## src/hw/rtl/bf2d_pkg.sv

```systemverilog
`timescale 1ns / 1ps
// Shared types, constants and helpers for the 2-D box filter.
// No dependencies.
package bf2d_pkg;

  localparam int MAX_WIDTH  = 1024;
  localparam int MAX_WINDOW = 15;
  localparam int HALF_MAX   = (MAX_WINDOW - 1) / 2;
  localparam int RING_ROWS  = 2 * HALF_MAX + 2;
  localparam int RING_BITS  = $clog2(RING_ROWS);
  localparam int COL_BITS   = $clog2(MAX_WIDTH);
  localparam int ADDR_BITS  = RING_BITS + COL_BITS;
  localparam int RAM_DEPTH  = RING_ROWS * MAX_WIDTH;

  localparam logic [1:0] REG_WINDOW_SIZE  = 2'd0;
  localparam logic [1:0] REG_FRAME_WIDTH  = 2'd1;
  localparam logic [1:0] REG_FRAME_HEIGHT = 2'd2;

  localparam logic KIND_PIXEL = 1'b0;

  typedef struct packed {
    logic [2:0]  half;
    logic [10:0] w;
    logic [12:0] h;
    logic [7:0]  div;
  } geom_t;

  typedef struct packed {
    logic [11:0] r0;
    logic [11:0] r1;
    logic [9:0]  c0;
    logic [9:0]  c1;
    logic [7:0]  div;
    logic        last;
  } job_t;

  typedef struct packed {
    logic                 en;
    logic [ADDR_BITS-1:0] addr;
    logic [7:0]           data;
  } wr_t;

  typedef enum logic [1:0] {F_TAKE, F_EVAL, F_WAIT} front_st_t;
  typedef enum logic [2:0] {B_IDLE, B_SUM, B_TAIL, B_DIV, B_OUT} back_st_t;

  function automatic geom_t geom_from_cfg(logic [3:0] k, logic [10:0] w, logic [12:0] h);
    geom_t g;
    logic [2:0] hf;
    logic [3:0] side;
    logic [7:0] sq;
    hf = (k[3:1] > 3'(HALF_MAX)) ? 3'(HALF_MAX) : k[3:1];
    side = {hf, 1'b1};
    sq = 8'(side) * 8'(side);
    g.half = hf;
    g.div = sq;
    if (w == 11'd0) g.w = 11'd1;
    else if (w > 11'(MAX_WIDTH)) g.w = 11'(MAX_WIDTH);
    else g.w = w;
    g.h = (h == 13'd0) ? 13'd1 : h;
    return g;
  endfunction

endpackage

```

## src/hw/rtl/bf2d_back.sv

```systemverilog
`timescale 1ns / 1ps
// Back end: sums one window from the row store, divides, holds the result item.
// Depends on bf2d_pkg.
module bf2d_back (
  input  logic                           clk,
  input  logic                           rst_n,
  input  logic                           job_valid,
  input  bf2d_pkg::job_t                 job_in,
  output logic                           pop,
  output logic [bf2d_pkg::ADDR_BITS-1:0] rd_addr,
  input  logic [7:0]                     rd_data,
  output logic                           job_done,
  output logic                           out_tvalid,
  input  logic                           out_tready,
  output logic [7:0]                     out_tdata,
  output logic                           out_tlast
);
  import bf2d_pkg::*;

  back_st_t    st_r, st_nxt;
  job_t        job_r;
  logic [11:0] r_r, r_nxt;
  logic [9:0]  c_r, c_nxt;
  logic        acc_r;
  logic [15:0] sum_r, sum_nxt;
  logic [8:0]  rem_r, rem_nxt, trial;
  logic [7:0]  quo_r, quo_nxt;
  logic [3:0]  cnt_r, cnt_nxt;
  logic        vld_r, vld_nxt, load;
  logic [7:0]  dat_r;
  logic        lst_r;

  assign trial = {rem_r[7:0], sum_r[4'd15 - cnt_r]};

  always_comb begin
    st_nxt = st_r;
    unique case (st_r)
      B_IDLE: if (job_valid) st_nxt = B_SUM;
      B_SUM: if (c_r == job_r.c1 && r_r == job_r.r1) st_nxt = B_TAIL;
      B_TAIL: st_nxt = B_DIV;
      B_DIV: if (cnt_r == 4'd15) st_nxt = B_OUT;
      B_OUT: if (!vld_r || out_tready) st_nxt = B_IDLE;
      default: st_nxt = B_IDLE;
    endcase
  end

  always_comb begin
    pop = (st_r == B_IDLE) && job_valid;
    load = (st_r == B_OUT) && (!vld_r || out_tready);
    job_done = load;
    rd_addr = {r_r[RING_BITS-1:0], c_r};
  end

  always_comb begin
    r_nxt = r_r;
    c_nxt = c_r;
    sum_nxt = acc_r ? sum_r + 16'(rd_data) : sum_r;
    rem_nxt = rem_r;
    quo_nxt = quo_r;
    cnt_nxt = cnt_r;
    vld_nxt = (vld_r && !out_tready) || load;
    case (st_r)
      B_IDLE: begin
        r_nxt = job_in.r0;
        c_nxt = job_in.c0;
        sum_nxt = 16'd0;
      end
      B_SUM: begin
        if (c_r == job_r.c1) begin
          c_nxt = job_r.c0;
          r_nxt = r_r + 12'd1;
        end else begin
          c_nxt = c_r + 10'd1;
        end
      end
      B_TAIL: begin
        rem_nxt = 9'd0;
        quo_nxt = 8'd0;
        cnt_nxt = 4'd0;
      end
      B_DIV: begin
        if (trial >= 9'(job_r.div)) begin
          rem_nxt = trial - 9'(job_r.div);
          quo_nxt = {quo_r[6:0], 1'b1};
        end else begin
          rem_nxt = trial;
          quo_nxt = {quo_r[6:0], 1'b0};
        end
        cnt_nxt = cnt_r + 4'd1;
      end
      default: ;
    endcase
  end

  always_ff @(posedge clk) begin
    if (!rst_n) begin
      st_r <= B_IDLE;
      acc_r <= 1'b0;
      vld_r <= 1'b0;
    end else begin
      st_r <= st_nxt;
      acc_r <= (st_r == B_SUM);
      vld_r <= vld_nxt;
    end
    if (pop) job_r <= job_in;
    r_r <= r_nxt;
    c_r <= c_nxt;
    sum_r <= sum_nxt;
    rem_r <= rem_nxt;
    quo_r <= quo_nxt;
    cnt_r <= cnt_nxt;
    if (load) begin
      dat_r <= quo_r;
      lst_r <= job_r.last;
    end
  end

  assign out_tvalid = vld_r;
  assign out_tdata = dat_r;
  assign out_tlast = lst_r;
endmodule

```

## config.mk

```make
export PLATFORM = sky130hd
export DESIGN_NAME = bf2d_back
export DESIGN_NICKNAME = d
export VERILOG_FILES = /design/src/hw/rtl/bf2d_pkg.sv /design/src/hw/rtl/bf2d_back.sv
export SDC_FILE = /design/constraint.sdc
export NUM_CORES = 1
export LEC_CHECK = 0
export BUFFER_PORTS_ARGS = -buffer_cell sky130_fd_sc_hd__buf_2
export CAP_MARGIN = 0
export CORE_MARGIN = 3
export CORE_UTILIZATION = 48
export DETAILED_ROUTE_END_ITERATION = 8
export PLACE_DENSITY = 0.7
export SYNTH_ARGS = -nofsm -noshare
export SYNTH_HDL_FRONTEND = slang
export SYNTH_SLANG_ARGS = --single-unit
export TNS_END_PERCENT = 100
```

## constraint.sdc

```tcl
create_clock -name clk -period 10.3 [get_ports clk]
set_input_delay 1.03 -clock clk [delete_from_list [all_inputs] [get_ports clk]]
set_output_delay 1.03 -clock clk [all_outputs]
set_load 0.01 [all_outputs]
```

---- Yosys cells after proc, flatten, opt, wreduce, memory -nomap -nowiden ----
Index checks and enable logic that the tools add are counted.
word-level totals
  register bits ........................... 113
  output and inout port bits .............. 26
operators by class
  add/sub/neg operators ................... 6
  order comparisons ....................... 2
  equality and inequality tests ........... 12
  mux-type cells .......................... 16
  reductions and logical operators ........ 13
operator list
  operator                                              count
  case mux 8 bit (2 select lines)                       2
  case mux 12 bit (2 select lines)                      1
  case mux 10 bit (2 select lines)                      1
  adder 16 x 8 -> 16 bit                                1
  case mux 3 bit (5 select lines)                       1
  adder 12 x 1 -> 12 bit (second input constant)        1
  equality test 12 bit                                  1
  2-to-1 mux 12 bit                                     1
  2-to-1 mux 3 bit                                      4
  adder 10 x 1 -> 10 bit (second input constant)        1
  equality test 10 bit                                  1
  2-to-1 mux 10 bit                                     1
  inequality test 2 bit (second input constant)         5
  >= comparator 9 x 8 -> 1 bit                          1
  2-to-1 mux 8 bit                                      1
  case mux 4 bit (2 select lines)                       1
  subtractor 8 bit                                      1
  equality test 3 x 2 -> 1 bit (second input constant)  2
  < comparator 4 x 5 -> 1 bit (second input constant)   1
  adder 4 x 1 -> 4 bit (second input constant)          1
  binary-select mux 1 bit (select 4 bit)                1
  equality test 4 bit (second input constant)           1
  logical AND 1 bit                                     4
  AND reduction 4 bit                                   1
  9 further kinds                                       13

---- Depth between registers and ports, before layout ----
  depth in word-level cells ............... 6
  mapped depth ............................ 12
  depth with buffers taken out ............ 11

---- Least setup slack after synthesis ----
OpenSTA, ideal clock, no wires.
  path kind ............................... register to register
  start ................................... reg cnt_r[2]
  end ..................................... reg rem_r[3], data pin
  data arrival time ....................... 3103 ps
  path slack .............................. 6930 ps
  stages on the path, launching flop included .. 13
  path buffers ............................ 2
  clock period less this slack ............ 3370 ps
  cells stage by stage .................... edfxtp_1 -> clkbuf_1 -> mux4_2 -> mux4_2 -> inv_1 -> ha_1 -> nand2b_1 -> a21o_1 -> a311oi_1 -> o21a_1 -> buf_2 -> mux2i_1 -> nor2_1
on the way
  cells in the longest elaborated chain, start to end .. 6
RTL lines
  element                                                                  RTL line                          text
  from (decl)                                                              bf2d_back.sv:28                   logic [3:0] cnt_r, cnt_nxt;
  from (signal assigned)                                                   bf2d_back.sv:111                  cnt_r <= cnt_nxt;
  subtractor 4 bit *                                                       bf2d_back.sv:33                   assign trial = {rem_r[7:0], sum_r[4'd15 - cnt_r]};
  binary-select mux 1 bit (select 4 bit) *                                 bf2d_back.sv:33
  2-to-1 mux 1 bit (not written as such) *                                 bf2d_back.sv:33
  subtractor 8 bit / >= comparator 9 x 8 -> 1 bit (equally long branches)  bf2d_back.sv:83, bf2d_back.sv:82
  2-to-1 mux 8 bit *                                                       bf2d_back.sv:82                   if (trial >= 9'(job_r.div)) begin
  case mux 8 bit (2 select lines) *                                        bf2d_back.sv:62                   case (st_r)
  to (signal assigned)                                                     bf2d_back.sv:109                  rem_r <= rem_nxt;
  to (decl)                                                                bf2d_back.sv:26                   logic [8:0] rem_r, rem_nxt, trial;
Mark *: on every way between the ends. The rest lies on a longest branch, timed or not. The select of a mux whose other input is x is not followed.
A chain may end at the register's enable or synchronous reset.

---- Final worst setup path ----
  start ................................... reg cnt_r[2]
  end ..................................... reg rem_r[5], data pin
The elaborated chain is that of the path after synthesis.

==> metrics.md <==
| Metric | Value |
|---|---|
| R2R cell count | 10 |
| Die ar. | 0.0130 sq mm |
| CTS tree | done |
| P_int | 0.986 mW |
| Layout cells sized above 1 | 0.237 |
| Worst Hold Path Cells | 0 |
| Clock slew at reported path FFs | 0.05 ns |
| Static leakage | 2.74 nW |
| First-pass GRT wire length | 18.6 mm |
| Top post-synthesis cells by area | edfxtp_1 49%, dfxtp_1 7.5%, xnor2_1 5.2% |
| DRT iter0 DRCs | 224 |
| Via Count | 3851 |
| Final setup vio count | 0 |
| Final period utilization | 0.351 |
| Worst EP required | 10.44 ns |
| CP Capture Type | flip-flop |
| Top-Level Pins | 91 |
| Most frequent cells in the layout | 92 x edfxtp_1, 90 x buf_2, 47 x nand2_1, 33 x xnor2_1, 31 x nor2_1 |
| H-tree depth | 4 |
| Final number of max-transition violations | 0 |
| Average wire per standard cell | between 15 and 20 microns |
| Final worst slack | about 6.7 ns |
| CP Class | reg -> reg |
| MaxCap Viol Count | 0 |
| Die Y | 114 microns |
| Critical-path cell list | mux4_2, mux4_2, inv_1, ha_1, nand2b_1, a21o_1, a311oi_1, o21a_1, mux2i_1, nor2_1 |
| Register area share after synthesis | 0.567 |
| Post-synth EDFFs | 92 |
| Syn avg cell area | 12.0 sq um |
| Root Driver | clkbuf_16 |
| Switching power of the nets | roughly 0.27 mW |
| Initial Utilization | 0.504 |
| Maximum vdd drop | 0.142 mV |
| Pwr Density | 185 mW/mm^2 |
| Placer Congestion | 0.829 |
| CP dominant cell by count | mux4_2 |
| Skew-Pair Late Insertion Delay | 0.41 ns |
| Area share of the largest cell type after synthesis | 0.492 |
| Overall Power | 1.26 mW |
| Syn_nets | 554 |
| Drt via density | 5.39 |
| CTS Buf Count | 17 |
| Crit path DAT | 3.76 ns |
| Die X | 114 microns |
| Max Fclk | approximately 280 MHz |
| Filler cell count | around 920 |
| Syn. warnings | 0 |
| Sequential power share | 0.431 |
| PostCTS Resize Cnt | 0 |
| Period minus WS final | between 3 and 4 ns |
| ANT nets after route | 0 |
| DRC errors left | 0 |
| CTS sink count | 113 |
| Largest net degree at the start of global routing | 45 |
| CP Max Fanout | 13 |
| Cell taking the most area after synthesis | edfxtp_1 |
| Status | finished, final reports clean |
| Clk buf depth | 2 |
| Crit start category | flip-flop |
| Hold crit path type | reg -> reg |
| Area Growth Syn to Fin | 21.3% |
| Synth Register Bits | 113 |
| GRT overflow | 0 |
| Initial DRT Pass Iterations | 6 |
| Initial antenna violation count | 0 |
| # placed instances | 682 |
| Total negative slack | 0 ns |
| Post-Synthesis Cell Area | roughly 0.0056 sq mm |
| Clock share of power | 0.482 |
| Hpwl dp | 7.92 mm |
| Non-Filler Instances | 714 |
| Worst-Margin Slew | 1.13 ns |
| Commonest non-fill, non-tap cell in the layout | edfxtp_1 |
| Worst stage delay on the critical path | 0.55 ns |
| Worst Skew | 0.00870 ns |
| Post-CTS Hold Fix Bufs | 0 |
| Crit-path slowest cell | edfxtp_1 |
| Post-layout util | 0.612 |
| Post-synth cell types | 48 |
| Diode count | 0 |
| Core area | between 0.01 and 0.015 sq mm |
| All-Layer GR Usage | 0.184 |
| Relative slew margins | 0.246 |
| Mapped Cells | 468 |
| Place WS | 6.73 ns |
| Async SR Flop Fraction | 0 |
| Fin. Hold Viols | 0 |
| Routed WL | 11.2 mm |
| Combinational share of power | 0.087 |
| Area taken by multi-input logic gates | about 0.0023 sq mm |
| Reg area | 0.00318 sq mm |
| Std-Cell Rows | 38 |
| Switch share | 0.217 |
| Vias in the first global route | 3785 |
| Ys flop type | edfxtp_1 |
| Unrepaired setup endpoints after global routing | false |
| IO buf count | 90 |
| Layout Nets | 647 |
| Setup repair bufs after CTS | 0 |
critical path: cells and delay by family (launching register included):
family / cells / cell delay (ns)
simple gates: 2 / 0.21
buf+inv: 1 / 0.08
compound gates: 3 / 1.00
fa+ha+maj: 1 / 0.24
mux: 3 / 1.28
flops: 1 / 0.55
final cells by class:
type | instances | share of cell area
Clock buffer | 21 | 0.0677
Sequential cell | 113 | 0.468
Timing Repair Buffer | 94 | 0.0706
Clock inverter | 11 | 0.0235
Multi-Input combinational cell | 324 | 0.339
Tap cell | 140 | 0.0257
Inverter | 11 | 0.00607
layer usage:
metal  wire (microns)  up-vias  share of wire  global-route usage
li1                 -     1893              -                   -
met1             5180     1843           0.46               0.254
met2             5200      108           0.46               0.275
met3              706        7          0.063              0.0529
met4              123        0          0.011              0.0705
met5                0        -              0                   0
final timing paths:
| check | start | end | slack, ns |
|---|---|---|---|
| setup / recovery | cnt_r[2]$_SDFFCE_PN0P_ | rem_r[5]$_SDFFCE_PN0P_ | 6.68 |
| hold / removal | quo_r[7]$_SDFFCE_PN0P_ | out_tdata[7]$_DFFE_PP_ | 0.42 |
| setup reg to reg | cnt_r[2]$_SDFFCE_PN0P_ | rem_r[5]$_SDFFCE_PN0P_ | 6.68 |
| hold reg to reg | quo_r[7]$_SDFFCE_PN0P_ | out_tdata[7]$_DFFE_PP_ | 0.42 |
through the flow:
step / area, sq um / hold WS [ns]
floorplan: 5610 / 0.400
global placement: 6180 / 0.404
detailed placement: 6180 / 0.406
CTS: 6810 / 0.419
global route: 6810 / 0.427
finish: 6810 / 0.420
power by group through the flow:
stage	Combinational (mW)	Clock, mW	Sequential [mW]
floorplan	0.0762	0	0.545
global placement	0.106	0	0.550
detailed placement	0.109	0	0.551
CTS	0.110	0.619	0.542
global route	0.122	0.641	0.546
finish	0.109	0.607	0.543
state kept, by name, summed over array words and instances (netlist names):
signal,cells
quo_r,8
rem_r,8
out_tvalid,1
out_tdata,8
out_tlast,1
c_r,10
acc_r,1
sum_r,16
st_r,3
cnt_r,4
r_r,12
job_r,41
Yosys cell counts (9+ instances only):
library cell / instances
nor2_1: 31
mux2i_1: 14
dfxtp_1: 21
and3_1: 16
xor2_1: 25
clkbuf_1: 15
nand3_1: 10
edfxtp_1: 92
nand4_1: 10
ha_1: 19
inv_1: 11
a21oi_1: 9
a21o_1: 9
o21ai_1: 17
xnor2_1: 33
nand2_1: 47
o21ai_0: 13
kinds of logic (layout without fill, tap and decap cells):
family | after synthesis | after routing | synth area share
simple gates | 150 | 150 | 0.137
xor+xnor | 58 | 58 | 0.0905
mux | 20 | 20 | 0.0470
buf+inv | 31 | 137 | 0.0236
flops | 113 | 113 | 0.567
fa+ha+maj | 21 | 21 | 0.0495
compound gates | 75 | 75 | 0.0852
(Power assumes the default switching activity.)
