### config.mk
export PLATFORM = sky130hd
export DESIGN_NAME = bf2d_queue
export DESIGN_NICKNAME = d
export VERILOG_FILES = /design/src/hw/rtl/bf2d_pkg.sv /design/src/hw/rtl/bf2d_queue.sv
export SDC_FILE = /design/constraint.sdc
export NUM_CORES = 1
export LEC_CHECK = 0
export BUFFER_PORTS_ARGS = -buffer_cell sky130_fd_sc_hd__buf_4
export CORE_ASPECT_RATIO = 0.8
export CORE_UTILIZATION = 56
export CTS_CLUSTER_DIAMETER = 100
export CTS_CLUSTER_SIZE = 30
export DETAILED_ROUTE_END_ITERATION = 10
export PLACE_DENSITY = 0.91
export SYNTH_ARGS = -nofsm -noshare
export SYNTH_HDL_FRONTEND = slang
export SYNTH_SLANG_ARGS = --single-unit
### constraint.sdc
create_clock -name clk -period 8.4 [get_ports clk]
set_input_delay 0 -clock clk [delete_from_list [all_inputs] [get_ports clk]]
set_output_delay 0 -clock clk [all_outputs]
set_load 0.02 [all_outputs]
### src/hw/rtl/bf2d_pkg.sv
`timescale 1ns / 1ps
// Shared types, constants and helpers for the 2-D box filter.
// No dependencies.
package bf2d_pkg;

  localparam int MAX_WIDTH  = 1024;
  localparam int MAX_WINDOW = 15;
  localparam int HALF_MAX   = (MAX_WINDOW - 1) / 2;
  localparam int RING_ROWS  = 2 * HALF_MAX + 2;
  localparam int RING_BITS  = $clog2(RING_ROWS);
  localparam int COL_BITS   = $clog2(MAX_WIDTH);
  localparam int ADDR_BITS  = RING_BITS + COL_BITS;
  localparam int RAM_DEPTH  = RING_ROWS * MAX_WIDTH;

  localparam logic [1:0] REG_WINDOW_SIZE  = 2'd0;
  localparam logic [1:0] REG_FRAME_WIDTH  = 2'd1;
  localparam logic [1:0] REG_FRAME_HEIGHT = 2'd2;

  localparam logic KIND_PIXEL = 1'b0;

  typedef struct packed {
    logic [2:0]  half;
    logic [10:0] w;
    logic [12:0] h;
    logic [7:0]  div;
  } geom_t;

  typedef struct packed {
    logic [11:0] r0;
    logic [11:0] r1;
    logic [9:0]  c0;
    logic [9:0]  c1;
    logic [7:0]  div;
    logic        last;
  } job_t;

  typedef struct packed {
    logic                 en;
    logic [ADDR_BITS-1:0] addr;
    logic [7:0]           data;
  } wr_t;

  typedef enum logic [1:0] {F_TAKE, F_EVAL, F_WAIT} front_st_t;
  typedef enum logic [2:0] {B_IDLE, B_SUM, B_TAIL, B_DIV, B_OUT} back_st_t;

  function automatic geom_t geom_from_cfg(logic [3:0] k, logic [10:0] w, logic [12:0] h);
    geom_t g;
    logic [2:0] hf;
    logic [3:0] side;
    logic [7:0] sq;
    hf = (k[3:1] > 3'(HALF_MAX)) ? 3'(HALF_MAX) : k[3:1];
    side = {hf, 1'b1};
    sq = 8'(side) * 8'(side);
    g.half = hf;
    g.div = sq;
    if (w == 11'd0) g.w = 11'd1;
    else if (w > 11'(MAX_WIDTH)) g.w = 11'(MAX_WIDTH);
    else g.w = w;
    g.h = (h == 13'd0) ? 13'd1 : h;
    return g;
  endfunction

endpackage

### src/hw/rtl/bf2d_queue.sv
`timescale 1ns / 1ps
// Two-entry job queue between front and back.
// Depends on bf2d_pkg.
module bf2d_queue (
  input  logic           clk,
  input  logic           rst_n,
  input  logic           push,
  input  bf2d_pkg::job_t push_job,
  input  logic           pop,
  output logic           not_empty,
  output bf2d_pkg::job_t head
);
  import bf2d_pkg::*;

  job_t       slot_r [2];
  logic       wp_r, wp_nxt, rp_r, rp_nxt;
  logic [1:0] cnt_r, cnt_nxt;

  always_comb begin
    wp_nxt = push ? ~wp_r : wp_r;
    rp_nxt = pop ? ~rp_r : rp_r;
    cnt_nxt = cnt_r + 2'(push) - 2'(pop);
  end

  always_ff @(posedge clk) begin
    if (!rst_n) begin
      wp_r <= 1'b0;
      rp_r <= 1'b0;
      cnt_r <= 2'd0;
    end else begin
      wp_r <= wp_nxt;
      rp_r <= rp_nxt;
      cnt_r <= cnt_nxt;
    end
    if (push) begin
      slot_r[wp_r] <= push_job;
    end
  end

  assign not_empty = (cnt_r != 2'd0);
  assign head = slot_r[rp_r];
endmodule

Word-level counts from Yosys, hierarchy flattened:

Memories as Yosys holds them, arrays and structs flattened. A register that Yosys moved wholly into a read port is not among the register bits.
Index checks and enable logic that the tools add are counted.

* register bits after elaboration: 4
* RAM bits: 106
* word-level logic and storage cells: 13
* memories kept: 1

* $add $sub $neg: 2
* multiplexer cells: 4
* bitwise operators: 2
* reductions and logical operators: 1

Memory list
* slot_r: depth 2, bits a word 53, read ports 1, clocked after Yosys merged registers in 1, write ports 1, RTL line bf2d_queue.sv:15 `job_t slot_r [2];`

Operators by type and width (number)
* $mux 1: 4
* $add 2x1->2: 1
* $not 1->1: 2
* $reduce_bool 2->1: 1
* $sub 2x1->2: 1

Longest topological paths before layout:

Gate-level depths: netlist of run 1.

* word-level depth: 3
* mapped depth: 6

Least setup slack after synthesis of run 1:

OpenSTA, ideal clock, no wires.

* kind: register to register
* from: reg wp_r
* to: mem slot_r[0][0] in the netlist's numbering, enable pin
* library setup time: 0.471 ns
* arrival: 2.693 ns
* data required time: 7.929 ns
* path slack: 5.236 ns
* cell stages (with the launch flop): 2
* buffers on the path: 0
* cell sequence: dfxtp_1 -> nor2b_1

RTL lines
* start, declared: RTL line bf2d_queue.sv:16 `logic wp_r, wp_nxt, rp_r, rp_nxt;`
* start signal, assigned: RTL line bf2d_queue.sv:31 `wp_r <= wp_nxt;`
* end, declared: RTL line bf2d_queue.sv:15

Straight into the memory's write port.

==> impl_metrics.toml, run 1 <==
[route]
drt_iter0_drc = 115
viasPerCell = 4.83
routed_wl_um = 7690
post_drt_wl_per_cell_um = 16.4
drt_first_pass_iters = 4
dr_total_vias = 2266
ant_nets = 0
drc = 0

[sta]
hold_violations = 0
fin_setup_tns_ns = 0
max_freq_mhz = 506
setup_viol = 0
fin_skew_ns = 0.0106
rsz0062_at_grt = "false"
worst_hold_slack_ns = 0.360
setup_ws_ns = 6.42
drv_slew = 0
worst-slew-pin-transition_ns = 0.983
fin_crit_sh_pct = 23.5
finalCriticalPeriod_ns = 1.98
timing.slew.headroom_pct = 34.5

[status]
outcome = "finished clean"

[cells_and_area]
utilization_pct = 80.1
design_area_um2 = 5950
drive_gt1_share_pct = 50.5
finalNonFillerCells = 469
n_antenna_cell = 0
fillCellCount = 407
final_nets = 418
area_delta_synth_final_pct = 38.4

[floorplan]
core_area_um2 = 7430
die_width_um = 100
die_area_um2 = 8040
core.rowCount = 28
die_h_um = 80.4
start_util_pct = 57.9
ios = 111

[placed_design]
gp_congestion = 0.714
placed_area_um2 = 5170
post-place-ws_ns = 6.68
dpl.cell_count = 396
portBuffers = 110
hpwl_um = 4460

[yosys]
async_flop_share_pct = 0
synth_top_cell_area_share_pct = 74.0
yosysUniqueCellTypes = 14
yosysWarnings = 0
syn_area_um2 = 4300
synthCells = 185
yosysMostFrequentCell = "edfxtp_1"
synth_common_cells = "106 x edfxtp_1, 50 x mux2_4, 5 x buf_12, 5 x dfxtp_1, 4 x and2_1"
yosysSeqAreaShare_pct = 76.3
yosys_register_bits = 111
synthTopCellsByArea = "edfxtp_1 74%, mux2_4 17%, buf_12 2.3%"
synth_edf_count = 106
ys.flop_type = "edfxtp_1"
synth_top_area_cell = "edfxtp_1"
avgSynthCellArea_um2 = 23.2
syn-num-nets = 244

[critical_path]
required_ns = 8.40
endpoint_kind = "primary output"
path_max_fanout = 53
path_class = "register to primary output"
rr_worst_depth = 2
arrival_ns = 1.98
start_kind = "register"

[global_route]
grt_max_degree = 54
grt_use_total_pct = 19.9
grt_pass1_wl_um = 11600
gr-total-overflow = 0
antenna_found_initial = 0
grt_pass1_vias = 2357

[clock_tree]
clkSinkCount = 111
clockBufferDepth = 2
cts.clk_slew.worst_paths_ns = 0.10
cts-root-buf = "clkbuf_8"
clock_latency_ns = 0.36
cts_htree_levels = 3
cts_tree = "yes"
cts-buffers-inserted = 9

[power_and_ir_drop]
power_leakage_nw = 2.38
finalPower_mw = 1.18
peakVddDrop_mv = 0.162
p_per_area_nw_per_um2 = 199

[min_path]
hold_path_class = "input pin to register"
hold_depth = 2

[run]
cap_violations = 0
## where the power goes
part,internal (mW),switching (mW),total (mW)
combinational,0.118,0.0825,0.201
clock,0.150,0.172,0.322
sequential,0.639,0.0221,0.661
## cell usage in the layout, fill, tap and decap left out, drive strengths merged
master,n
edfxtp,106
o21a,1
or2,1
mux2,53
xnor3,1
dfxtp,5
dlygate4sd3,57
clkinv,2
bufinv,1
buf,112
nor2b,3
ha,2
and2,4
inv,4
xor2,1
clkbuf,11
## worst paths after layout
check / startpoint / to / slack, ns
worst max register to register: wp_r$_SDFFE_PN0P_ / slot_r[0][36]$_DFFE_PP_ / 6.66
worst min register to register: cnt_r[1]$_SDFF_PN0_ / cnt_r[1]$_SDFF_PN0_ / 0.64
worst max-delay path: register / head[0] / 6.42
worst min-delay path: push_job[23] / slot_r[0][23]$_DFFE_PP_ / 0.36
## flip-flops by register name, summed over array words and instances, names as in the netlist, named ones only
register	count
cnt_r	2
rp_r	1
slot_r	106
wp_r	1
## critical path: stages, from the launching register on
cell and delay, ns:
dfxtp_4 1.00, mux2_2 0.43, buf_4 0.16
## layer usage
metal	global-route usage, %	wire length [µm]	vias to the layer above
li1	-	-	1067
met4	4.35	63	0
met2	35.7	4030	84
met1	23.3	3140	1106
met5	0	0	-
met3	6.79	448	9
## final cells by class
| cell class | instances | area (µm²) | area share [%] |
|---|---|---|---|
| multi-input cells | 66 | 907 | 15.2 |
| inverters | 2 | 7.51 | 0.126 |
| clock buffers | 11 | 141 | 2.38 |
| repair buffers | 169 | 1410 | 23.7 |
| clock inverters | 5 | 65.1 | 1.09 |
| well taps | 105 | 131 | 2.21 |
| flip-flops and latches | 111 | 3290 | 55.2 |
## logic make-up (layout without fill, tap and decap cells)
kind of cell	Yosys count	after routing	synth area share, %
flops	111	111	76.3
compound gates	1	1	0.175
mux	53	53	18.2
fa+ha+maj	2	2	0.582
buf+inv	8	187	2.76
xor+xnor	2	2	0.727
simple gates	8	8	1.16
## what timing repair did
item | in CTS | in global routing
gates resized for setup | 0 | 0
endpoints found under the hold margin | 111 | 0
hold buffers | 57 | 0
buffers inserted | 0 | 0
Power figures use the tool's default switching activity.
==> inputs of run 2 (changes only) <==
--- a/config.mk
+++ b/config.mk
@@ -7,11 +7,11 @@
 export LEC_CHECK = 0
 export BUFFER_PORTS_ARGS = -buffer_cell sky130_fd_sc_hd__buf_4
 export CORE_ASPECT_RATIO = 0.8
-export CORE_UTILIZATION = 56
+export CORE_UTILIZATION = 47
 export CTS_CLUSTER_DIAMETER = 100
 export CTS_CLUSTER_SIZE = 30
 export DETAILED_ROUTE_END_ITERATION = 10
-export PLACE_DENSITY = 0.91
+export PLACE_DENSITY = 0.82
 export SYNTH_ARGS = -nofsm -noshare
 export SYNTH_HDL_FRONTEND = slang
 export SYNTH_SLANG_ARGS = --single-unit
==> constraint.sdc (replaced) <==
create_clock -name clk -period 1.6 [get_ports clk]
set_input_delay 0 -clock clk [delete_from_list [all_inputs] [get_ports clk]]
set_output_delay 0 -clock clk [all_outputs]
set_load 0.02 [all_outputs]
==> run 2 against run 1 <==
Wire length decreased by 6.2%. Global-route usage decreased by 4.3 points. First-iteration DRC count decreased by 40%. Combinational power increased to 5.7 times the previous value. Utilization decreased by 9.3 points. Via count decreased by 1.9%. Sequential power increased to 5.2 times the previous value. Die area increased by 19%. Register-to-register slack got worse by 6.3 ns. Critical path type unchanged. Clock power increased to 6.7 times the previous value. Count of clock-buffer cells in the layout decreased by 2. Worst hold slack got worse by 0.33 ns.
==> impl_metrics.toml, run 2 (synthesized netlist as in run 1, its figures left out) <==
[status]
outcome = "finished clean"

[placed_design]
hpwl_um = 4550
portBuffers = 110
gp_congestion = 0.702

[sta]
fin_skew_ns = 0.00452
hold_violations = 0
max_freq_mhz = 688
finalCriticalPeriod_ns = 1.45
rsz0062_at_grt = "false"
worst-slew-pin-transition_ns = 0.305
timing.slew.headroom_pct = 79.7
setup_viol = 0
fin_crit_sh_pct = 90.9
fin_setup_tns_ns = 0
worst_hold_slack_ns = 0.0316
drv_slew = 0

[critical_path]
r2r_end = "slot_r[1][13]$_DFFE_PP_"
path_class = "register to primary output"
start_kind = "register"
path_max_fanout = 21
arrival_ns = 1.45
crit_buf_inv = 2
rr_worst_depth = 2
r2r_start = "wp_r$_SDFFE_PN0P_"
endpoint_kind = "primary output"
path_cells = "buf_12 > mux2_4 > buf_4"
critPathTopFamily = "flip-flops"
required_ns = 1.60
rrSetupSlack_ns = 0.40
cpMaxStageDelayCell = "dfxtp_4"
slowest_delay_ns = 0.42

[global_route]
grt_pass1_vias = 2245
grt_pass1_wl_um = 10800
gr-total-overflow = 0
grt_use_total_pct = 15.6
grt_max_degree = 37
antenna_found_initial = 0

[cells_and_area]
drive_gt1_share_pct = 52.0
reg_top3 = "slot_r: 106 flops, cnt_r: 2 flops"
fillCellCount = 539
area_delta_synth_final_pct = 42.8
final_nets = 424
n_antenna_cell = 0
largest_reg_flops = 106
final_cell_mix = "116 x buf_4, 106 x edfxtp_1, 55 x dlygate4sd3_1"
mostFrequentLayoutCell = "buf_4"
top_register = "slot_r"

[route]
routed_wl_um = 7210
drt_iter0_drc = 69
dr_total_vias = 2223
post_drt_wl_per_cell_um = 15.0
drc = 0
ant_nets = 0
drt_first_pass_iters = 4
viasPerCell = 4.62

[min_path]
hold_path_class = "input pin to register"
worst_hold_path.endpoint = "wp_r$_SDFFE_PN0P_"
hold_depth = 3
min_from = "push"

[clock_tree]
cts_htree_levels = 3
cts-root-buf = "clkbuf_16"
cts_tree = "yes"
cts.clk_slew.worst_paths_ns = 0.07
cts-buffers-inserted = 9
clkSinkCount = 111
cts_resized = 0
clock_latency_ns = 0.33
clockBufferDepth = 2

[floorplan]
core_area_um2 = 8670
die_width_um = 109
die_h_um = 87.6
die_area_um2 = 9540
start_util_pct = 49.6
ios = 111
core.rowCount = 30

[run]
cap_violations = 0

[power_and_ir_drop]
power_leakage_nw = 2.46
comb_power_share_pct = 17.1
p_per_area_nw_per_um2 = 1090
seq_power_share_pct = 50.7
clkPwrFrac_pct = 32.1
intPower_mw = 5.22
switching_share_pct = 22.2
switchingPower_mw = 1.49
peakVddDrop_mv = 0.748
[run 2: cell types whose count changed in the layout (fill, tap and decap cells not counted)]
cell,change
clkbuf_16,+9
clkbuf_1,-1
buf_12,+4
inv_8,+1
buf_4,+4
clkbuf_8,-10
inv_6,-2
dlygate4sd3_1,-2
clkinv_2,+1
clkinvlp_4,+1
[run 2: final cells by class]
cell class / instances / area [µm²] / share of cell area (%)
clock buffer: 9 / 225 / 3.67
multi-input combinational: 66 / 907 / 14.8
clock inverter: 6 / 71.3 / 1.16
tap: 112 / 140 / 2.28
timing repair buffer: 175 / 1500 / 24.5
inverter: 2 / 7.51 / 0.122
sequential: 111 / 3290 / 53.5
[run 2: power groups by stage]
stage	Clock, mW	Sequential [mW]	Combinational, mW
after floorplan	0	3.45	0.665
after global placement	0	3.47	1.01
after detailed placement	0	3.48	1.02
after CTS	2.21	3.41	1.16
after global routing	2.31	3.42	1.22
final	2.16	3.41	1.15
[run 2: worst max-delay path by stage]
| stage | start | to | cells past startpoint |
|---|---|---|---|
| after floorplan | wp_r$_SDFFE_PN0P_ | slot_r[0][0]$_DFFE_PP_ | 1 |
| after global placement | register | head[52] | 3 |
| after detailed placement | register | head[22] | 3 |
| after CTS | register | head[52] | 3 |
| after global routing | register | head[49] | 3 |
| final | register | head[23] | 3 |
[run 2: worst register-to-register path, cell delays in order, from the launching register on]
cell     delay (ns)
dfxtp_1        0.40
and2_2         0.21
buf_4          0.27
[run 2: what timing repair did]
action	in CTS	in global routing
hold buffers	55	0
buffers inserted	3	0
endpoints found under the setup margin	4	0
hold endpoints to repair	111	0
[run 2: routing by layer]
metal / track usage, % / vias to the layer above / wire length, µm
li1: - / 1084 / -
met3: 5.51 / 8 / 416
met4: 3.32 / 0 / 51
met2: 27.2 / 79 / 3630
met1: 18.9 / 1052 / 3110
met5: 0 / - / 0
[run 2: metrics by stage]
| stage | cells | worst slack, ns | utilization [%] | power, mW | cell area (µm²) |
|---|---|---|---|---|---|
| finish | 481 | 0.146 | 70.8 | 6.71 | 6140 |
| global placement | 408 | 0.364 | 60.8 | 4.49 | 5270 |
| detailed placement | 408 | 0.363 | 60.8 | 4.51 | 5270 |
| floorplan | 185 | 0.0511 | - | 4.12 | 4310 |
| CTS | 481 | 0.128 | 70.8 | 6.78 | 6140 |
| global route | 481 | 0.0865 | 70.8 | 6.95 | 6140 |
