<file path="config.mk">
export PLATFORM = sky130hd
export DESIGN_NAME = bf2d_front
export DESIGN_NICKNAME = d
export VERILOG_FILES = /design/src/hw/rtl/bf2d_pkg.sv /design/src/hw/rtl/bf2d_front.sv
export SDC_FILE = /design/constraint.sdc
export NUM_CORES = 1
export LEC_CHECK = 0
export BUFFER_PORTS_ARGS = -buffer_cell sky130_fd_sc_hd__buf_2
export CAP_MARGIN = 15
export CORE_UTILIZATION = 59
export CTS_CLUSTER_SIZE = 25
export DETAILED_ROUTE_END_ITERATION = 10
export HOLD_SLACK_MARGIN = 0.1
export PLACE_DENSITY = 0.82
export SYNTH_ARGS = -nofsm -noshare
export SYNTH_HDL_FRONTEND = slang
export SYNTH_SLANG_ARGS = --single-unit
</file>
<file path="constraint.sdc">
create_clock -name clk -period 8.44 [get_ports clk]
set_input_delay 0.844 -clock clk [delete_from_list [all_inputs] [get_ports clk]]
set_output_delay 0.844 -clock clk [all_outputs]
set_load 0.05 [all_outputs]
</file>
<file path="src/hw/rtl/bf2d_pkg.sv">
`timescale 1ns / 1ps
// Shared types, constants and helpers for the 2-D box filter.
// No dependencies.
package bf2d_pkg;

  localparam int MAX_WIDTH  = 1024;
  localparam int MAX_WINDOW = 15;
  localparam int HALF_MAX   = (MAX_WINDOW - 1) / 2;
  localparam int RING_ROWS  = 2 * HALF_MAX + 2;
  localparam int RING_BITS  = $clog2(RING_ROWS);
  localparam int COL_BITS   = $clog2(MAX_WIDTH);
  localparam int ADDR_BITS  = RING_BITS + COL_BITS;
  localparam int RAM_DEPTH  = RING_ROWS * MAX_WIDTH;

  localparam logic [1:0] REG_WINDOW_SIZE  = 2'd0;
  localparam logic [1:0] REG_FRAME_WIDTH  = 2'd1;
  localparam logic [1:0] REG_FRAME_HEIGHT = 2'd2;

  localparam logic KIND_PIXEL = 1'b0;

  typedef struct packed {
    logic [2:0]  half;
    logic [10:0] w;
    logic [12:0] h;
    logic [7:0]  div;
  } geom_t;

  typedef struct packed {
    logic [11:0] r0;
    logic [11:0] r1;
    logic [9:0]  c0;
    logic [9:0]  c1;
    logic [7:0]  div;
    logic        last;
  } job_t;

  typedef struct packed {
    logic                 en;
    logic [ADDR_BITS-1:0] addr;
    logic [7:0]           data;
  } wr_t;

  typedef enum logic [1:0] {F_TAKE, F_EVAL, F_WAIT} front_st_t;
  typedef enum logic [2:0] {B_IDLE, B_SUM, B_TAIL, B_DIV, B_OUT} back_st_t;

  function automatic geom_t geom_from_cfg(logic [3:0] k, logic [10:0] w, logic [12:0] h);
    geom_t g;
    logic [2:0] hf;
    logic [3:0] side;
    logic [7:0] sq;
    hf = (k[3:1] > 3'(HALF_MAX)) ? 3'(HALF_MAX) : k[3:1];
    side = {hf, 1'b1};
    sq = 8'(side) * 8'(side);
    g.half = hf;
    g.div = sq;
    if (w == 11'd0) g.w = 11'd1;
    else if (w > 11'(MAX_WIDTH)) g.w = 11'(MAX_WIDTH);
    else g.w = w;
    g.h = (h == 13'd0) ? 13'd1 : h;
    return g;
  endfunction

endpackage

</file>
<file path="src/hw/rtl/bf2d_front.sv">
`timescale 1ns / 1ps
// Front end: takes items, stores pixels, tracks frame position, issues window jobs.
// Depends on bf2d_pkg.
module bf2d_front (
  input  logic            clk,
  input  logic            rst_n,
  input  logic            in_tvalid,
  output logic            in_tready,
  input  logic [7:0]      in_tdata,
  input  logic            in_tuser,
  input  bf2d_pkg::geom_t cfg_geom,
  input  logic            job_done,
  output bf2d_pkg::wr_t   wr,
  output logic            push,
  output bf2d_pkg::job_t  job
);
  import bf2d_pkg::*;

  front_st_t   st_r, st_nxt;
  geom_t       cur_r, cur_nxt, g;
  logic        busy_r, busy_nxt, done_r, done_nxt;
  logic [12:0] in_row_r, in_row_nxt;
  logic [9:0]  in_col_r, in_col_nxt;
  logic [11:0] out_row_r, out_row_nxt;
  logic [9:0]  out_col_r, out_col_nxt;
  logic        take, start, store, busy_eff, ready, last;
  logic [12:0] nr_raw, nr;
  logic [10:0] nc_raw, nc;

  assign take = in_tvalid && in_tready;
  assign start = take && (in_tuser == KIND_PIXEL) && !busy_r;
  assign busy_eff = busy_r || start;
  assign store = take && (in_tuser == KIND_PIXEL) && busy_eff && !done_r;
  assign g = start ? cfg_geom : cur_r;

  always_comb begin
    nr_raw = 13'(out_row_r) + 13'(cur_r.half);
    nr = (nr_raw > cur_r.h - 13'd1) ? cur_r.h - 13'd1 : nr_raw;
    nc_raw = 11'(out_col_r) + 11'(cur_r.half);
    nc = (nc_raw > cur_r.w - 11'd1) ? cur_r.w - 11'd1 : nc_raw;
    ready = done_r || (in_row_r > nr) || (in_row_r == nr && 11'(in_col_r) > nc);
    last = (13'(out_row_r) == cur_r.h - 13'd1) && (11'(out_col_r) == cur_r.w - 11'd1);
    job.r0 = (out_row_r >= 12'(cur_r.half)) ? out_row_r - 12'(cur_r.half) : 12'd0;
    job.r1 = nr[11:0];
    job.c0 = (out_col_r >= 10'(cur_r.half)) ? out_col_r - 10'(cur_r.half) : 10'd0;
    job.c1 = nc[9:0];
    job.div = cur_r.div;
    job.last = last;
  end

  always_comb begin
    st_nxt = st_r;
    unique case (st_r)
      F_TAKE: if (take) st_nxt = F_EVAL;
      F_EVAL: st_nxt = (busy_r && ready) ? F_WAIT : F_TAKE;
      F_WAIT: if (job_done) st_nxt = F_TAKE;
      default: st_nxt = F_TAKE;
    endcase
  end

  always_comb begin
    in_tready = (st_r == F_TAKE);
    push = (st_r == F_EVAL) && busy_r && ready;
    wr.en = store;
    wr.addr = {in_row_r[RING_BITS-1:0], in_col_r};
    wr.data = in_tdata;
  end

  always_comb begin
    cur_nxt = g;
    busy_nxt = busy_eff;
    done_nxt = done_r;
    in_row_nxt = in_row_r;
    in_col_nxt = in_col_r;
    out_row_nxt = out_row_r;
    out_col_nxt = out_col_r;
    if (store) begin
      if (11'(in_col_r) + 11'd1 >= g.w) begin
        in_col_nxt = 10'd0;
        in_row_nxt = in_row_r + 13'd1;
        if (in_row_r + 13'd1 >= g.h) done_nxt = 1'b1;
      end else begin
        in_col_nxt = in_col_r + 10'd1;
      end
    end
    if (push) begin
      if (last) begin
        busy_nxt = 1'b0;
        done_nxt = 1'b0;
        in_row_nxt = 13'd0;
        in_col_nxt = 10'd0;
        out_row_nxt = 12'd0;
        out_col_nxt = 10'd0;
      end else if (11'(out_col_r) + 11'd1 >= cur_r.w) begin
        out_col_nxt = 10'd0;
        out_row_nxt = out_row_r + 12'd1;
      end else begin
        out_col_nxt = out_col_r + 10'd1;
      end
    end
  end

  always_ff @(posedge clk) begin
    if (!rst_n) begin
      st_r <= F_TAKE;
      cur_r <= geom_from_cfg(4'd3, 11'd640, 13'd480);
      busy_r <= 1'b0;
      done_r <= 1'b0;
      in_row_r <= 13'd0;
      in_col_r <= 10'd0;
      out_row_r <= 12'd0;
      out_col_r <= 10'd0;
    end else begin
      st_r <= st_nxt;
      cur_r <= cur_nxt;
      busy_r <= busy_nxt;
      done_r <= done_nxt;
      in_row_r <= in_row_nxt;
      in_col_r <= in_col_nxt;
      out_row_r <= out_row_nxt;
      out_col_r <= out_col_nxt;
    end
  end
endmodule

</file>
* After elaboration in Yosys (flattened, before gate mapping)
Cells that the tools add are included.
Operators by class: add/sub/neg operators 12, eq/ne operators 7, bitwise operators 1, mux-type cells 28, reductions and logical operators 19, order comparisons 9
Operators with widths (number):
- 10-bit 2-to-1 mux | 7
- 13-bit 2-to-1 mux | 5
- 12-bit 2-to-1 mux | 3
- 32-bit 2-to-1 mux | 1
- 13-bit > comparator | 2
- 10-bit by 1-bit adder with 11-bit output, second input constant | 2
- 11-bit >= comparator | 2
- 10-bit by 1-bit adder with 10-bit output, second input constant | 2
- 12-bit by 3-bit adder with 13-bit output | 1
- 13-bit by 1-bit adder with 13-bit output, second input constant | 1
- 12-bit by 13-bit == test with 1-bit output | 1
- 13-bit == test | 1
- 13-bit >= comparator | 1
- 13-bit by 1-bit subtractor with 13-bit output, second input constant | 1
- 12-bit by 1-bit adder with 12-bit output, second input constant | 1
- 12-bit by 3-bit >= comparator with 1-bit output | 1
- 12-bit by 3-bit subtractor with 12-bit output | 1
- 10-bit by 3-bit adder with 11-bit output | 1
- 10-bit by 11-bit == test with 1-bit output | 1
- 10-bit by 11-bit > comparator with 1-bit output | 1
- 11-bit > comparator | 1
- 11-bit 2-to-1 mux | 1
- 11-bit by 1-bit subtractor with 11-bit output, second input constant | 1
- 10-bit by 3-bit >= comparator with 1-bit output | 1
- other kinds (15) | 36
Storage, ports and cells: register bits after elaboration 84, output and inout port bits 78, logic and storage cells 87

* Longest topological paths before layout
Gate-level depths: netlist (run 1).
word-level depth 11, gate-level depth with buffers 29, depth with buffers taken out 26

* Worst setup path after synthesis (run 1)
No wires, ideal clock.
path kind register -> output, start point reg out_row_r[0], end point out push, arrival 6053 ps, cell stages (with the launch flop) 27, path slack 1543 ps, required time 7596 ps, path buffers 3, cell sequence dfxtp_1 -> ha_1 -> inv_1 -> fa_1 -> o21bai_1 -> and2_1 -> nand2_1 -> xor2_1 -> inv_1 -> ha_1 -> o211ai_1 -> a21oi_1 -> o41ai_1 -> o221ai_1 -> o22ai_2 -> a21oi_2 -> buf_4 -> mux2i_1 -> ha_1 -> nand2_1 -> or4_1 -> a2111oi_0 -> o2111ai_1 -> and2_1 -> buf_2 -> inv_1 -> buf_2
RTL lines:
- start: declaration | RTL line bf2d_front.sv:24 | logic [11:0] out_row_r, out_row_nxt;
- start signal: assignment | RTL line bf2d_front.sv:120 | out_row_r <= out_row_nxt;
- end: declaration | RTL line bf2d_front.sv:14 | output logic push,

* Final worst setup path (run 1)
start point reg cur_r[33] (netlist bit), end point out push
On the way: longest elaborated chain between the ends 7, elaborated cells on any way between the ends 13, classes of those cells add/sub (2); order compare (4); eq/ne (1); mux (2); reduce/logical (4)
Ends and longest elaborated chain:
- start: declaration | RTL line bf2d_front.sv:20 | geom_t cur_r, cur_nxt, g;
- start signal: assignment | RTL line bf2d_front.sv:106 | cur_r <= geom_from_cfg(4'd3, 11'd640, 13'd480);
- start signal: assignment | RTL line bf2d_front.sv:115 | cur_r <= cur_nxt;
- 12-bit by 3-bit adder with 13-bit output or 10-bit by 3-bit adder with 11-bit output (tied branches) | RTL line bf2d_front.sv:37, bf2d_front.sv:39
- 13-bit > comparator or 11-bit > comparator (tied branches) | RTL line bf2d_front.sv:38, bf2d_front.sv:40
- 13-bit 2-to-1 mux or 11-bit 2-to-1 mux (tied branches) | RTL line bf2d_front.sv:38, bf2d_front.sv:40
- 13-bit > comparator (tied with other cells) | RTL line bf2d_front.sv:41 | ready = done_r || (in_row_r > nr) || (in_row_r == nr && 11'(in_col_r) > nc);
- 1-bit logical OR or 1-bit logical AND (tied branches) | RTL line bf2d_front.sv:41
- 1-bit logical OR (*) | RTL line bf2d_front.sv:41
- 1-bit logical AND (*) | RTL line bf2d_front.sv:63 | push = (st_r == F_EVAL) && busy_r && ready;
Mark *: on every way between the ends. The rest lies on a longest branch, timed or not.

==> metrics, run 1 <==
pin count of the biggest net entering global routing=33; worst-margin pin slew=1.16 ns; first-pass GRT wire length=36300 um; layout cells sized above 1=14.6%; Num CTS Buffers=9; ANT nets after route=0; sequential power share=32.4%; crit path max fanout=14; Syn Inst Count=1055; Final setup viols=0; fin worst setup slack=0.694 ns; WL/cell=17.5 um; area of the core=13800 um^2; area grow syn2layout=8.55%; Slew Viols, Final=0; clk buf depth=2; Post-synth EDFFs=0; total die area=14600 um^2; CTS Sinks=84; Switching Share=41.4%; final-report hold violation count=0; Total GRT Usage=31.6%; Starting Density=60.2%; DR vias/cell=6.04; Initial DRT Pass Iterations=6; FF+latch count, synth=84; Root Driver=clkbuf_16; ys flop type=dfxtp_1; syn nets=1205; CP Capture Type=output port; number of global-route vias before repair=7353; ant diodes=0; Placer Congestion=0.928; fin crit share=91.8%; HP Class=reg -> reg; warnings from Yosys=0; Routed WL=22600 um; vias post-DR=7814; CTS tree=yes; setup TNS=0 ns; dpl hpwl=17400 um; Inst Count DP=1276; Critical-path top delay cell=or4_1; Leakage=4.33 nW; Post-Layout Cell Count=1293; library cells used by synthesis=74; post-synthesis sequential area ratio=20.2%; CP max stage delay=0.60 ns; Fin Clk Skew=0.00786 ns; Die Width=121 um; Worst VDD drop=0.0930 mV; Power Density=148 nW/um^2; combinational power share=39.0%; port bufs=109; RSZ-0062 raised after global routing=no; crit path from=cur_r[33]; reg-to-reg startpoint=cur_r[33]; Post-Route Utilization=65.4%; Buf/Inv on CP=5; DRC=0; switching power total=552 uW; initial antenna violation count=0; syn_area_per_cell=7.89 um^2; WS Path Type=reg -> out; max cap viols=0; clk_lat worst skew=0.36 ns; hold_sp=job[2]; minimum clock period=7.75 ns; most common cell after layout, fill and taps aside=buf_2; post-CTS setup buffer count=0; die span in y=121 um; pre-CTS WS=1.17 ns; post-cts sizing count=0; Critical Path Start Type=flip-flop; family with the most delay on the worst path=compound AO/OA/AOI/OAI gates; fmax=129 MHz; clock power share=28.6%; Initial DRC Count=542; Final #Nets=1258; status=complete, no violations; Netlist Area Pre-Place=8330 um^2; WP data required=7.60 ns; row count=43; clk slew on worst S/H paths=0.06 ns; Top Ports=126; final hold slack=0.450 ns; commonest cells after routing, fill and taps aside=buf_2, ha_1, nand2_1; Relative slew margins=22.6%; Post-synth ARST share=0%; Int Power=782 uW; hold bufs inserted after CTS=0; grt ovf=0; # H-tree levels=3; Data arrival, critical path=6.90 ns; final-layout fill cell count=1210
## power groups by stage
stage	Combinational, mW	Sequential (mW)	Clock (mW)
2_1_floorplan	0.431	0.426	0
6_report	0.520	0.433	0.381
3_3_place_gp	0.511	0.440	0
4_1_cts	0.518	0.432	0.382
3_5_place_dp	0.516	0.441	0
5_1_grt	0.559	0.434	0.398
## Yosys cell counts, types with 6 or more instances
master | count | area, um^2
ha_1 | 98 | 1230
nand2_1 | 93 | 349
nor2_1 | 87 | 327
dfxtp_1 | 84 | 1680
inv_1 | 72 | 270
a21oi_1 | 58 | 290
xor2_1 | 58 | 508
xnor2_1 | 50 | 438
mux2i_1 | 45 | 450
nand3_1 | 45 | 225
clkbuf_1 | 38 | 143
o21ai_0 | 33 | 165
nand4_1 | 25 | 156
buf_4 | 23 | 173
and3_1 | 22 | 138
nor3_1 | 16 | 80.1
nor4_1 | 16 | 100
nor2b_1 | 13 | 81.3
mux2_2 | 9 | 101
a21o_1 | 8 | 60.1
buf_2 | 8 | 40.0
nand3b_1 | 8 | 60.1
or2_2 | 8 | 50.1
or4_1 | 7 | 52.6
a211o_1 | 6 | 52.6
a31oi_1 | 6 | 37.5
nand2b_1 | 6 | 37.5
o22ai_1 | 6 | 37.5
or3_1 | 6 | 37.5
## worst paths after layout
path	endpoint	slack, ns	cells after the start
worst max-delay path	push	0.69	25
worst min-delay path	job[2]	0.45	2
worst max register to register	in_row_r[3]	1.21	26
worst min register to register	job[2]	0.45	2
## state kept, by name (all words and copies together) (netlist names)
name,count
st_r,2
in_col_r,10
job,8
out_row_r,12
in_row_r,13
out_col_r,10
cur_r,27
done_r,1
busy_r,1
## worst register-to-register path: stages (launching register included)
cell and delay [ns]:
dfxtp_1 0.38, inv_1 0.21, ha_1 0.38, nand2b_1 0.15, a21oi_1 0.21, or2_2 0.18
nand3_1 0.09, xnor2_1 0.31, inv_1 0.10, ha_1 0.31, o21ai_0 0.09, a21oi_1 0.15
o41ai_1 0.12, o221ai_1 0.19, o22ai_2 0.19, a21oi_2 0.43, buf_4 0.31, mux2_2 0.36
ha_1 0.30, nand3_1 0.09, or4_1 0.60, a2111oi_0 0.32, o2111ai_1 0.15, and2_1 0.23
buf_4 0.23, o21ai_2 0.87, nor2_1 0.13
## cells by family (layout without fill, tap and decap cells)
family / after synthesis / after routing / synth area share (%)
compound gates: 176 / 176 / 13.7
flops: 84 / 84 / 20.2
fa+ha+maj: 102 / 102 / 15.7
xor+xnor: 111 / 111 / 12.2
simple gates: 380 / 380 / 23.4
mux: 54 / 54 / 6.63
buf+inv: 148 / 206 / 8.19
## metal layers
metal | GRT usage (%) | up-vias | share of wire, % | routed length (um)
met5 | 0 | - | 0 | 0
li1 | - | 3817 | - | -
met3 | 4.72 | 50 | 6.5 | 1470
met4 | 12.6 | 0 | 2.8 | 630
met1 | 43.5 | 3629 | 46 | 10400
met2 | 49.5 | 318 | 45 | 10100
## layout make-up
class	count	area [um^2]	area share, %
multi-input cells	823	5970	66.1
flip-flops and latches	84	1680	18.6
repair buffers	118	611	6.76
inverters	72	270	2.99
clock buffers	11	243	2.69
well taps	180	225	2.49
clock inverters	5	37.5	0.415
## metrics by stage
step,power [mW],cell area (um^2)
floorplan,0.857,8330
global placement,0.951,8750
detailed placement,0.957,8750
CTS,1.33,9030
global route,1.39,9040
finish,1.33,9040
Note: power is estimated with default switching activity, not from simulation.
==> run 2, diff against run 1 <==
--- a/config.mk
+++ b/config.mk
@@ -10,8 +10,9 @@
 export CORE_UTILIZATION = 59
 export CTS_CLUSTER_SIZE = 25
 export DETAILED_ROUTE_END_ITERATION = 10
+export GPL_TIMING_DRIVEN = 0
 export HOLD_SLACK_MARGIN = 0.1
-export PLACE_DENSITY = 0.82
+export PLACE_DENSITY = 0.91
 export SYNTH_ARGS = -nofsm -noshare
 export SYNTH_HDL_FRONTEND = slang
 export SYNTH_SLANG_ARGS = --single-unit
==> metrics, run 2 (synthesis results as in run 1) <==
reg2reg end=out_col_r[9]; crit path max fanout=10 (-4); largest registers=cur_r (27), in_row_r (13), out_row_r (12); commonest cells after routing, fill and taps aside=buf_2, ha_1, nand2_1; final hold slack=0.456 ns (+0.00663 ns); Critical Path Start Type=flip-flop; Slew Viols, Final=0 (unchanged); worst-margin pin slew=0.892 ns (-0.268 ns); minimum clock period=7.94 ns (+0.190 ns); busiest grt layer=met2; most common cell after layout, fill and taps aside=buf_2; ant diodes=0 (unchanged); Relative slew margins=40.3% (+18 points); crit path from=out_row_r[0]; Leakage=4.56 nW (+5.4%); die span in y=121 um (unchanged); setup TNS=0 ns (unchanged); Num CTS Buffers=9 (unchanged); max cap viols=0 (unchanged); Starting Density=60.2% (unchanged); layout cells sized above 1=16.4% (+1.8 points); clk buf depth=2 (unchanged); # H-tree levels=3 (unchanged); sequential power share=30.3% (-2.1 points); Placer Congestion=0.957 (+3.1%); Power Density=146 nW/um^2 (-0.88%); HP Class=reg -> reg; WL/cell=17.6 um (+0.57%); status=complete, no violations; Switching Share=40.5% (-0.89 points); Root Driver=clkbuf_16; Data arrival, critical path=7.09 ns (+0.19 ns); fin worst setup slack=0.505 ns (-0.190 ns); area grow syn2layout=13.5%; reg-to-reg startpoint=out_row_r[0]; dpl hpwl=18900 um (+8.6%); switching power total=559 uW (+1.4%); fin crit share=94.0% (+2.2 points); Routed WL=24000 um (+6.3%); pin count of the biggest net entering global routing=14 (-58%); grt ovf=0 (unchanged); crit path to=push; CTS tree=yes; clk_lat worst skew=0.35 ns (about the same); GR Util met2=52.1% (+2.6 points); r2r setup slk=1.56 ns (+0.35 ns); first-pass GRT wire length=37400 um (+3.2%); Final #Nets=1333 (+6.0%); multi-input logic area=5980 um^2 (+0.15%); post-CTS setup buffer count=0 (unchanged); DR vias/cell=6.14 (+1.6%); vias post-DR=8397 (+7.5%); CTS Sinks=84 (unchanged); row count=43 (unchanged); port bufs=116 (+6.4%); Die Width=121 um (unchanged); Worst VDD drop=0.0851 mV (-8.5%); Initial DRC Count=789 (+46%); RSZ-0062 raised after global routing=no; Initial DRT Pass Iterations=8 (+2); CP Capture Type=output port; total die area=14600 um^2 (unchanged); final-layout fill cell count=1117 (-7.7%); WP data required=7.60 ns (about the same); area of the core=13800 um^2 (unchanged); met3 Track Usage GR=3.54% (-1.2 points); Int Power=822 uW (+5.2%); WS Path Type=reg -> out; combinational power share=40.4% (+1.4 points); fmax=126 MHz (-2.4%); total power=1.38 mW (+3.6%); clk slew on worst S/H paths=0.07 ns (about the same); max reg flops=27 (unchanged); Seq. cell area=1680 um^2 (unchanged); Final setup viols=0 (unchanged); number of global-route vias before repair=7567 (+2.9%); DRC=0 (unchanged); ANT nets after route=0 (unchanged); met1 global-route usage=43.8% (+0.29 points); Top Ports=126 (unchanged); Worst Reg-to-Reg Cells=26 (unchanged); Fin Clk Skew=0.00829 ns (+0.000421 ns); pre-CTS WS=0.888 ns (-0.285 ns); initial antenna violation count=0 (unchanged); final-report hold violation count=0 (unchanged); register bank with the most flops=cur_r; clock power share=29.3% (+0.7 points); Total GRT Usage=32.9% (+1.2 points)
[run 2: cell count changes in the layout (fill, tap and decap cells not counted), sizes merged]
cell      change
bufinv        +1
buf          +36
clkbuf       +40
clkinv        -3
clkinvlp      -1
inv           +1
[run 2: critical path, cell delays in order (launching register included)]
cell and delay, ns:
dfxtp_1 0.51, ha_1 0.25, inv_1 0.07, fa_1 0.39, o21bai_1 0.21, and2_1 0.21
nand2_1 0.10, xor2_1 0.29, inv_1 0.08, ha_1 0.32, o211ai_1 0.12, a21oi_1 0.16
o41ai_2 0.11, o221ai_1 0.21, o22ai_2 0.21, a21oi_4 0.33, buf_4 0.29, mux2i_1 0.13
ha_1 0.31, nand3_1 0.09, or4_1 0.64, a2111oi_1 0.35, o2111ai_1 0.20, and2_1 0.19
buf_2 0.18, inv_1 0.19, buf_2 0.28, buf_2 0.31
[run 2: worst min path at each step]
stage	from	endpoint	slack [ns]	cells past startpoint
after floorplan	job[2]	job[2]	0.44	2
after global placement	job[3]	job[3]	0.44	2
after detailed placement	job[3]	job[3]	0.45	2
after CTS	job[3]	job[3]	0.46	2
after global routing	job[2]	job[2]	0.49	2
final	job[3]	job[3]	0.46	2
[run 2: cell type report]
cell class	instances	share of cell area (%)
multi-input combinational	823	63.3
sequential	84	17.8
timing repair buffer	117	6.20
buffer	76	4.36
inverter	72	2.86
clock buffer	12	2.61
tap	180	2.38
clock inverter	3	0.490
[run 2: timing repair]
item | in CTS | in global routing
hold buffers | 0 | 0
hold endpoints to repair | 0 | 0
endpoints found under the setup margin | 0 | 1
resized for setup | 0 | 3
[run 2: stage by stage]
step	std cells	util, %	cell area [um^2]
after floorplan	1055	-	8330
after global placement	1351	66.0	9130
after detailed placement	1351	66.0	9130
after CTS	1366	68.2	9420
after global routing	1367	68.3	9450
final	1367	68.3	9450
[run 2: power groups by stage]
stage	Sequential [mW]	Combinational, mW	Clock [mW]
global placement	0.427	0.540	0
detailed placement	0.427	0.550	0
floorplan	0.426	0.431	0
global route	0.420	0.598	0.421
CTS	0.419	0.552	0.404
finish	0.419	0.558	0.404
[run 2: routing by layer]
metal / vias up / part of all wire, %
met3: 106 / 8.2
li1: 3976 / -
met2: 440 / 45
met4: 0 / 4.7
met1: 3875 / 42
met5: - / 0
